===== config.mk =====
export PLATFORM = sky130hd
export DESIGN_NAME = usb_data_packetizer_core
export DESIGN_NICKNAME = d
export VERILOG_FILES = /design/src/sv/usbpk_pkg.sv /design/src/sv/usbpk_fifo.sv /design/src/sv/usbpk_front.sv /design/src/sv/usbpk_back.sv /design/src/sv/usb_data_packetizer_core.sv
export SDC_FILE = /design/constraint.sdc
export NUM_CORES = 1
export LEC_CHECK = 0
export ABC_AREA = 1
export BUFFER_PORTS_ARGS = -buffer_cell sky130_fd_sc_hd__buf_2
export CORE_AREA = 2 2 201 203
export CTS_CLUSTER_SIZE = 12
export DETAILED_ROUTE_END_ITERATION = 6
export DIE_AREA = 0 0 203 205
export GPL_TIMING_DRIVEN = 0
export PLACE_DENSITY = 0.45
export SLEW_MARGIN = 20
export SYNTH_ARGS = -nofsm -noshare
export SYNTH_HDL_FRONTEND = slang
export SYNTH_SLANG_ARGS = --single-unit
export TNS_END_PERCENT = 100

===== constraint.sdc =====
create_clock -name clk -period 4.8 [get_ports clk]
set_input_delay 0.72 -clock clk [delete_from_list [all_inputs] [get_ports clk]]
set_output_delay 0.72 -clock clk [all_outputs]
set_load 0.03 [all_outputs]

===== src/sv/usbpk_pkg.sv =====
`timescale 1ns / 1ps

package usbpk_pkg;

	// Largest payload of one packet, in bytes.
	localparam int MAX_PACKET_BYTES = 8;
	// Width of the in-packet index and of the packet length.
	localparam int IDX_W = $clog2(MAX_PACKET_BYTES + 1);
	// Width of the signed byte and limit counters.
	localparam int CNT_W = 18;
	// Depth of the job queue between the front and the back.
	localparam int FIFO_DEPTH = 4;
	localparam int FIFO_PTR_W = $clog2(FIFO_DEPTH);
	localparam int FIFO_CNT_W = $clog2(FIFO_DEPTH + 1);

	localparam logic [15:0] CRC_INIT = 16'hFFFF;
	localparam logic [15:0] CRC_POLY = 16'hA001;

	localparam logic [7:0] PID_DATA0_RESET = 8'hC3;
	localparam logic [7:0] PID_DATA1_RESET = 8'h4B;

	// Input commands, carried on the slave-side tuser.
	typedef enum logic [1:0] {
		CMD_START   = 2'd0,
		CMD_PAYLOAD = 2'd1,
		CMD_ACK     = 2'd2,
		CMD_RX_PID  = 2'd3
	} cmd_t;

	// Kind of a transmitted byte, carried on the master-side tuser.
	typedef enum logic [1:0] {
		KIND_PID     = 2'd0,
		KIND_PAYLOAD = 2'd1,
		KIND_CRC     = 2'd2,
		KIND_REJECT  = 2'd3
	} kind_t;

	// Configuration register indexes.
	typedef enum logic {
		REG_PID_DATA0 = 1'b0,
		REG_PID_DATA1 = 1'b1
	} reg_idx_t;

	// Work handed from the front to the back; each job expands to one to three beats.
	typedef enum logic [2:0] {
		JOB_REJECT   = 3'd0,
		JOB_PID      = 3'd1,
		JOB_ZLP      = 3'd2,
		JOB_PAY      = 3'd3,
		JOB_PAY_LAST = 3'd4
	} job_kind_t;

	typedef struct packed {
		job_kind_t   kind;
		logic [7:0]  data;
		logic [15:0] crc;
	} job_t;

	typedef struct packed {
		logic full;
		logic empty;
	} fifo_stat_t;

endpackage


===== src/sv/usbpk_fifo.sv =====
`timescale 1ns / 1ps

module usbpk_fifo import usbpk_pkg::*; (
	input  logic       clk,
	input  logic       arst_n,
	input  logic       push,
	input  job_t       push_job,
	input  logic       pop,
	output job_t       head_job,
	output fifo_stat_t stat
);

	job_t                  slots_q [FIFO_DEPTH];
	logic [FIFO_PTR_W-1:0] wr_ptr_q;
	logic [FIFO_PTR_W-1:0] rd_ptr_q;
	logic [FIFO_CNT_W-1:0] count_q;

	always_ff @(posedge clk) begin
		if (push) begin
			slots_q[wr_ptr_q] <= push_job;
		end
	end

	always_ff @(posedge clk or negedge arst_n) begin
		if (!arst_n) begin
			wr_ptr_q <= '0;
			rd_ptr_q <= '0;
			count_q  <= '0;
		end else begin
			if (push) begin
				wr_ptr_q <= wr_ptr_q + FIFO_PTR_W'(1);
			end
			if (pop) begin
				rd_ptr_q <= rd_ptr_q + FIFO_PTR_W'(1);
			end
			if (push && !pop) begin
				count_q <= count_q + FIFO_CNT_W'(1);
			end else if (pop && !push) begin
				count_q <= count_q - FIFO_CNT_W'(1);
			end
		end
	end

	assign head_job   = slots_q[rd_ptr_q];
	assign stat.full  = (count_q == FIFO_CNT_W'(FIFO_DEPTH));
	assign stat.empty = (count_q == '0);

endmodule


===== src/sv/usbpk_front.sv =====
`timescale 1ns / 1ps

module usbpk_front import usbpk_pkg::*; (
	input  logic        clk,
	input  logic        arst_n,
	input  logic        s_tvalid,
	output logic        s_tready,
	input  logic [47:0] s_tdata,
	input  logic [1:0]  s_tuser,
	input  logic        cfg_we,
	input  logic        cfg_index,
	input  logic [7:0]  cfg_wdata,
	input  fifo_stat_t  fifo_stat,
	output logic        push,
	output job_t        push_job
);

	localparam logic signed [CNT_W-1:0] MAX_CNT = CNT_W'(MAX_PACKET_BYTES);

	function automatic logic [15:0] crc_byte(input logic [15:0] crc, input logic [7:0] b);
		logic [15:0] c;
		logic [7:0]  d;
		c = crc;
		d = b;
		for (int i = 0; i < 8; i++) begin
			if (c[0] ^ d[0]) begin
				c = (c >> 1) ^ CRC_POLY;
			end else begin
				c = c >> 1;
			end
			d = d >> 1;
		end
		return c;
	endfunction

	logic [7:0]              pid0_q, pid1_q;
	logic signed [CNT_W-1:0] bl_q, ll_q;
	logic                    active_q, await_q, toggle_q;
	logic [15:0]             crc_q;
	logic [IDX_W-1:0]        idx_q, len_q;

	logic signed [CNT_W-1:0] n_bl, n_ll, len_v;
	logic                    n_active, n_await, n_toggle;
	logic [15:0]             n_crc, crc_v;
	logic [IDX_W-1:0]        n_idx, n_len;
	logic                    prep, job_valid;
	job_t                    job;
	logic [7:0]              pid_v;
	cmd_t                    cmd;
	logic                    accept;

	assign cmd      = cmd_t'(s_tuser);
	assign s_tready = !fifo_stat.full;
	assign accept   = s_tvalid && s_tready;

	always_comb begin
		n_bl      = bl_q;
		n_ll      = ll_q;
		n_active  = active_q;
		n_await   = await_q;
		n_toggle  = toggle_q;
		n_crc     = crc_q;
		n_idx     = idx_q;
		n_len     = len_q;
		prep      = 1'b0;
		job_valid = 1'b0;
		job.kind  = JOB_REJECT;
		job.data  = 8'h00;
		job.crc   = 16'h0000;
		crc_v     = crc_byte(crc_q, s_tdata[39:32]);
		len_v     = '0;
		pid_v     = 8'h00;

		unique case (cmd)
			CMD_START: begin
				n_bl     = CNT_W'(s_tdata[15:0]);
				n_ll     = CNT_W'(s_tdata[31:16]);
				n_active = 1'b1;
				n_await  = 1'b0;
				n_idx    = '0;
				n_len    = '0;
				n_crc    = CRC_INIT;
				prep     = 1'b1;
			end
			CMD_PAYLOAD: begin
				job_valid = 1'b1;
				if (await_q && (idx_q < len_q)) begin
					n_crc    = crc_v;
					n_idx    = idx_q + IDX_W'(1);
					job.data = s_tdata[39:32];
					job.crc  = ~crc_v;
					job.kind = (n_idx == len_q) ? JOB_PAY_LAST : JOB_PAY;
				end
			end
			CMD_ACK: begin
				if (await_q) begin
					if (idx_q < len_q) begin
						job_valid = 1'b1;
					end else begin
						n_await = 1'b0;
						if (active_q) begin
							n_bl = bl_q - MAX_CNT;
							n_ll = ll_q - MAX_CNT;
						end
						if (n_bl[CNT_W-1] || n_ll[CNT_W-1]) begin
							n_bl     = '0;
							n_ll     = '0;
							n_active = 1'b0;
						end
						prep = 1'b1;
					end
				end
			end
			CMD_RX_PID: begin
				n_toggle = ~s_tdata[40];
				prep     = 1'b1;
			end
		endcase

		// Open the next packet once nothing waits for an ack.
		if (prep && n_active && !n_await) begin
			if ((n_bl == '0) && (n_ll == '0)) begin
				n_active = 1'b0;
			end else begin
				pid_v     = n_toggle ? pid1_q : pid0_q;
				n_toggle  = ~n_toggle;
				job_valid = 1'b1;
				job.data  = pid_v;
				if ((n_bl == '0) || (n_ll == '0)) begin
					n_bl     = '0;
					n_ll     = '0;
					n_active = 1'b0;
					job.kind = JOB_ZLP;
				end else begin
					len_v = (n_bl > MAX_CNT) ? MAX_CNT : n_bl;
					if (len_v > n_ll) begin
						len_v = n_ll;
					end
					n_len    = IDX_W'(len_v);
					n_idx    = '0;
					n_crc    = CRC_INIT;
					n_await  = 1'b1;
					job.kind = JOB_PID;
				end
			end
		end
	end

	assign push     = accept && job_valid;
	assign push_job = job;

	always_ff @(posedge clk or negedge arst_n) begin
		if (!arst_n) begin
			pid0_q   <= PID_DATA0_RESET;
			pid1_q   <= PID_DATA1_RESET;
			bl_q     <= '0;
			ll_q     <= '0;
			active_q <= 1'b0;
			await_q  <= 1'b0;
			toggle_q <= 1'b0;
			crc_q    <= CRC_INIT;
			idx_q    <= '0;
			len_q    <= '0;
		end else begin
			if (cfg_we) begin
				unique case (reg_idx_t'(cfg_index))
					REG_PID_DATA0: pid0_q <= cfg_wdata;
					REG_PID_DATA1: pid1_q <= cfg_wdata;
				endcase
			end
			if (accept) begin
				bl_q     <= n_bl;
				ll_q     <= n_ll;
				active_q <= n_active;
				await_q  <= n_await;
				toggle_q <= n_toggle;
				crc_q    <= n_crc;
				idx_q    <= n_idx;
				len_q    <= n_len;
			end
		end
	end

endmodule


===== src/sv/usbpk_back.sv =====
`timescale 1ns / 1ps

module usbpk_back import usbpk_pkg::*; (
	input  logic       clk,
	input  logic       arst_n,
	input  job_t       head_job,
	input  fifo_stat_t fifo_stat,
	output logic       pop,
	output logic       m_tvalid,
	input  logic       m_tready,
	output logic [7:0] m_tdata,
	output logic [1:0] m_tuser,
	output logic       m_tlast
);

	localparam logic [1:0] STEP_LAST = 2'd2;

	logic [1:0] step_q;
	logic       m_valid_q;
	logic [7:0] m_data_q;
	kind_t      m_kind_q;
	logic       m_last_q;

	logic [7:0] b_data;
	kind_t      b_kind;
	logic       b_last;
	logic       b_done;
	logic       load;

	always_comb begin
		b_data = 8'h00;
		b_kind = KIND_REJECT;
		b_last = 1'b1;
		b_done = 1'b1;
		case (head_job.kind)
			JOB_PID: begin
				b_data = head_job.data;
				b_kind = KIND_PID;
				b_last = 1'b0;
			end
			JOB_PAY: begin
				b_data = head_job.data;
				b_kind = KIND_PAYLOAD;
				b_last = 1'b0;
			end
			JOB_ZLP: begin
				b_done = (step_q == STEP_LAST);
				b_last = (step_q == STEP_LAST);
				if (step_q == '0) begin
					b_data = head_job.data;
					b_kind = KIND_PID;
				end else begin
					b_kind = KIND_CRC;
				end
			end
			JOB_PAY_LAST: begin
				b_done = (step_q == STEP_LAST);
				b_last = (step_q == STEP_LAST);
				if (step_q == '0) begin
					b_data = head_job.data;
					b_kind = KIND_PAYLOAD;
				end else if (step_q == 2'd1) begin
					b_data = head_job.crc[7:0];
					b_kind = KIND_CRC;
				end else begin
					b_data = head_job.crc[15:8];
					b_kind = KIND_CRC;
				end
			end
			default: begin
				b_data = 8'h00;
				b_kind = KIND_REJECT;
				b_last = 1'b1;
			end
		endcase
	end

	assign load = (!m_valid_q || m_tready) && !fifo_stat.empty;
	assign pop  = load && b_done;

	always_ff @(posedge clk or negedge arst_n) begin
		if (!arst_n) begin
			step_q    <= '0;
			m_valid_q <= 1'b0;
		end else begin
			if (load) begin
				step_q <= b_done ? 2'd0 : step_q + 2'd1;
			end
			if (load) begin
				m_valid_q <= 1'b1;
			end else if (m_tready) begin
				m_valid_q <= 1'b0;
			end
		end
	end

	always_ff @(posedge clk) begin
		if (load) begin
			m_data_q <= b_data;
			m_kind_q <= b_kind;
			m_last_q <= b_last;
		end
	end

	assign m_tvalid = m_valid_q;
	assign m_tdata  = m_data_q;
	assign m_tuser  = m_kind_q;
	assign m_tlast  = m_last_q;

endmodule


===== src/sv/usb_data_packetizer_core.sv =====
`timescale 1ns / 1ps

// Transmit packetizer for USB low-speed data packets.
// The slave stream carries commands: tuser selects start, payload byte, host ack or
// received data PID, and tdata carries the operands. The master stream emits one packet
// byte per beat with its kind on tuser and end of packet on tlast.
// The front decodes each command beat, updates the transfer counters, data toggle and
// running CRC, and pushes a job into a four-entry queue. The back expands every job
// into one to three output beats (PID, payload, CRC bytes) through a registered output.
// An input beat is taken in any cycle the queue has room, so commands may arrive back
// to back. The first output beat of a command passes through a queue slot and then
// the output register. While tready is high the output delivers one beat per cycle;
// a payload byte that closes a packet yields three output beats and a zero-length
// packet three as well, so the output channel sets the sustained rate.
// When the receiver holds tready low, the output register holds its beat, the queue
// fills, and slave tready drops once four jobs are waiting.
// Reset clears all transfer state, empties the queue and loads the PID codes 0xC3 and
// 0x4B; the configuration port may rewrite them while the block is idle.
module usb_data_packetizer_core import usbpk_pkg::*; (
	input  logic        clk,
	input  logic        arst_n,
	input  logic        s_tvalid,
	output logic        s_tready,
	// [15:0] transfer_length, [31:16] host_limit, [39:32] payload_byte,
	// [40] rx_was_data1, [47:41] zero
	input  logic [47:0] s_tdata,
	// [1:0] cmd
	input  logic [1:0]  s_tuser,
	output logic        m_tvalid,
	input  logic        m_tready,
	// [7:0] out_byte
	output logic [7:0]  m_tdata,
	// [1:0] byte_kind
	output logic [1:0]  m_tuser,
	output logic        m_tlast,
	input  logic        cfg_we,
	input  logic        cfg_index,
	input  logic [7:0]  cfg_wdata
);

	fifo_stat_t fifo_stat;
	logic       push;
	job_t       push_job;
	logic       pop;
	job_t       head_job;

	// Front: command decode, transfer state and CRC.
	usbpk_front u_front (
		.clk       (clk),
		.arst_n    (arst_n),
		.s_tvalid  (s_tvalid),
		.s_tready  (s_tready),
		.s_tdata   (s_tdata),
		.s_tuser   (s_tuser),
		.cfg_we    (cfg_we),
		.cfg_index (cfg_index),
		.cfg_wdata (cfg_wdata),
		.fifo_stat (fifo_stat),
		.push      (push),
		.push_job  (push_job)
	);

	// Queue of pending jobs that lets the front run ahead of a stalled receiver.
	usbpk_fifo u_fifo (
		.clk      (clk),
		.arst_n   (arst_n),
		.push     (push),
		.push_job (push_job),
		.pop      (pop),
		.head_job (head_job),
		.stat     (fifo_stat)
	);

	// Back: expands each job into output beats.
	usbpk_back u_back (
		.clk       (clk),
		.arst_n    (arst_n),
		.head_job  (head_job),
		.fifo_stat (fifo_stat),
		.pop       (pop),
		.m_tvalid  (m_tvalid),
		.m_tready  (m_tready),
		.m_tdata   (m_tdata),
		.m_tuser   (m_tuser),
		.m_tlast   (m_tlast)
	);

`ifndef SYNTH
	// A full queue must stop the front from taking another command.
	a_full_blocks: assert property (@(posedge clk) disable iff (!arst_n)
		fifo_stat.full |-> !s_tready)
		else $error("input accepted while the job queue is full");

	// A rejection is a single zero byte that ends its packet.
	a_reject_form: assert property (@(posedge clk) disable iff (!arst_n)
		(m_tvalid && (m_tuser == KIND_REJECT)) |-> (m_tlast && (m_tdata == 8'h00)))
		else $error("rejection beat malformed");

	// A PID never closes a packet.
	a_pid_not_last: assert property (@(posedge clk) disable iff (!arst_n)
		(m_tvalid && (m_tuser == KIND_PID)) |-> !m_tlast)
		else $error("PID beat marked as end of packet");

	// The queue is popped only while it holds a job.
	a_pop_nonempty: assert property (@(posedge clk) disable iff (!arst_n)
		pop |-> !fifo_stat.empty)
		else $error("job queue popped while empty");
`endif

endmodule

==> results.md <==
* Worst setup EP type: flop
* Synth Cell Area at 11,700 um2
* CP Class: reg -> reg
* Status: completed
* Crit-path most repeated cell: nand2_1
* Final WL at 36.7 mm
* Die height at a little over 200 um
* Initial antenna violation count at 0
* Synth top area cells: edfxtp_1 31%, dfrtp_1 14%, nand2_1 9.5%
* # fillers at just over 4,000
* Worst IR drop on VDD at around 0.00031 V
* # rows at 73
* Final ANT Viol Nets at 0
* Worst-margin pin slew at around 0.89 ns
* Clock Latency Late Sink at around 0.56 ns
* Fin cells at 2,035
* Worst path slowest cell: dfrtp_1
* Worst path max stage delay at about 0.38 ns
* Placed cell count at just under 2,000
* Max Freq at about 220 MHz
* Final #Nets at between 1,500 and 2,000
* Leakage at about 6 nW
* CP startpoint kind: flop
* Overall Global Routing Usage at 17.7%
* Unrepaired setup endpoints after global routing: no
* Hold slack at ~0.058 ns
* Min-delay worst type: in -> async
* Largest net degree at the start of global routing at 53
* Sink Count at approximately 210
* Post-synth top cells: 295 x nand2_1, 156 x inv_1, 148 x nor2_1, 127 x o21ai_0, 119 x edfxtp_1
* Post-Route Skew at ~0.013 ns
* Register area share after synthesis at between 40% and 50%
* Leading cell type by number of instances after synthesis: nand2_1
* Starting density of the core at 29.6%
* Met3 WL at approximately 1.7 mm
* Yosys reg bits at 208
* Layout cells sized above 1 at 14.5%
* GP Congestion at 0.913
* Top sig layer: met4
* Final WS setup at between 0.3 and 0.4 ns
* Post-synth top area share at 30.6%
* Full die area at ~42,000 um2
* Synth warn at 0
* Pre-CTS setup slack at -0.700 ns
* Synth async-reset ratio at between 40% and 50%
* IO Port Bufs at approximately 70
* Post-synth top flop: edfxtp_1
* # DRC at 0
* Final max-slew violation count at 0
* Vias per inst at between 4 and 5
* Tmin final at 4.45 ns
* Max_cap viols at 0
* Mean routed wirelength per cell at 18.1 um
* Final setup fails at 0
* Crit path arrival time at a little under 5 ns
* Unique masters post-synth at 48
* Final core utilization at between 30% and 40%
* First-pass GRT wire length at around 56 mm
* Clk slew on worst S/H paths at roughly 0.060 ns
* Post-synth EDFFs at 119
* Max transition margin at 40.5%
* Syn avg cell area at between 8 and 9 um2
* Fin crit share at about 93%
* Mapped Cells at between 1,000 and 1,500
* Placed wire-length estimate at between 20 and 30 mm
* CTS max path bufs at 3
* Core area at roughly 39,000 um2
* Total CTS buffers at 27
* Wire length on met2 at around 18 mm
* Clock Root Buffer: clkbuf_16
* CTS Hold Bufs at 0
* Die width at about 200 um
* Vias at between 9,000 and 10,000
* Number of I/O pins at between 70 and 80
* Post-Syn Nets at approximately 1,500
* Overall Power at roughly 0.008 W
* Area growth, synth to finish at 18.3%
* CTS H-tree lvls at 1
* PwrDens at ~580 nW/um2
* Crit path required time at between 5 and 6 ns
* GRT overflow at 0
* Leading area contributor after synthesis: edfxtp_1
* Diode count at 0
* Critical Path Fanout Max at 10
* TritonRoute pass-1 iters at 5
* Wire length on met1 at about 16 mm
* Initial DRC Count at 720
* TritonCTS clock tree: built
* Vias in the first global route at ~9,500
* Final hold violations at 0
==> sequential cells by signal, indices dropped and copies added, names as in the netlist <==
signal / cells
u_front.toggle_q: 1
u_back.step_q: 2
u_front.pid1_q: 8
u_front.ll_q: 18
u_back.m_tdata: 8
u_back.m_tlast: 1
u_fifo.wr_ptr_q: 2
u_front.len_q: 4
u_front.await_q: 1
u_front.active_q: 1
u_fifo.slots_q: 108
u_back.m_tuser: 2
u_fifo.count_q: 3
u_front.pid0_q: 8
u_front.crc_q: 16
u_front.bl_q: 18
u_fifo.rd_ptr_q: 2
u_front.idx_q: 4
u_back.m_tvalid: 1
==> metal layers <==
layer	vias to the layer above	track usage, %
met1	4653	23.0
met5	-	0
li1	4875	-
met3	49	2.67
met4	0	4.67
met2	233	30.8
==> kinds of logic (layout without fill, tap and decap cells) <==
group                    after synthesis  after routing  share of synthesized area [%]
AO/OA/AOI/OAI                        302            302                           14.6
XOR/XNOR                              33             33                           2.48
buffers and inverters                221            348                           7.52
AND/OR/NAND/NOR                      581            581                           21.3
flip-flops                           208            208                           50.0
adder cells (fa/ha/maj)               38             38                           4.14
==> per-stage QoR <==
stage          area [um2]  setup TNS (ns)
5_1_grt             13800               0
4_1_cts             13700               0
3_3_place_gp        12700         -174.25
3_5_place_dp        12800           -6.24
6_report            13800               0
2_1_floorplan       11700               0
==> repair_timing <==
item	4_1_cts	5_1_grt
setup endpoints to repair	4	5
pin swaps	0	2
buffers inserted	0	2
gates resized for setup	11	17
==> layout by cell type, fill, tap and decap left out, types with 22 or more instances in the layout <==
cell and instances:
clkbuf_16 27, ha_1 37, o21ai_1 32, nor2_1 142, dfstp_2 24, o21ai_0 126
clkbuf_1 50, xor2_1 22, inv_1 155, a22oi_1 26, buf_2 69, dfrtp_1 64
a21oi_1 43, nand3_1 74, edfxtp_1 119, o22ai_1 47, nand2_1 292
==> path summary, 6_finish.rpt <==
| check | start | endpoint | slack (ns) | cells past startpoint |
|---|---|---|---|---|
| worst min register to register | u_front.pid0_q[5] | u_front.pid0_q[5] | 0.48 | 2 |
| worst max register to register | u_front.len_q[3] | u_front.len_q[2] | 0.35 | 32 |
| worst min-delay path | arst_n | u_front.ll_q[6] | 0.06 | 1 |
| worst max-delay path | u_front.len_q[3] | u_front.len_q[2] | 0.35 | 32 |
| min in group clk | cfg_wdata[3] | u_front.pid1_q[3] | 0.41 | 3 |
| max in group asynchronous | arst_n | u_front.crc_q[7] | 4.03 | 2 |
==> critical path, delay by kind of cell, from the launching register on <==
family / cells / cell delay, ns
buffers and inverters: 5 / 0.47
and+or+nand+nor: 19 / 2.05
xor gates and xnor gates: 2 / 0.32
DFF: 1 / 0.38
adders and majority gates: 2 / 0.60
AOI/OAI and AO/OA: 4 / 0.54
==> power by group <==
| group | switching [W] | leakage (nW) | internal (W) | total [W] |
|---|---|---|---|---|
| Sequential | 0.000279 | 2.19 | 0.00238 | 0.00266 |
| Combinational | 0.00233 | 3.35 | 0.00107 | 0.00340 |
| Clock | 0.000799 | 0.419 | 0.00116 | 0.00196 |
==> area by class of cell <==
class	count	area, um2	share of cell area [%]
Multi-Input combinational cell	954	5050	36.6
Buffer	56	279	2.02
Inverter	165	624	4.52
Clock buffer	42	772	5.59
Tap cell	525	657	4.76
Timing Repair Buffer	77	500	3.63
Clock inverter	8	90.1	0.653
Sequential cell	208	5830	42.2
Power figures use the tool's default switching activity.
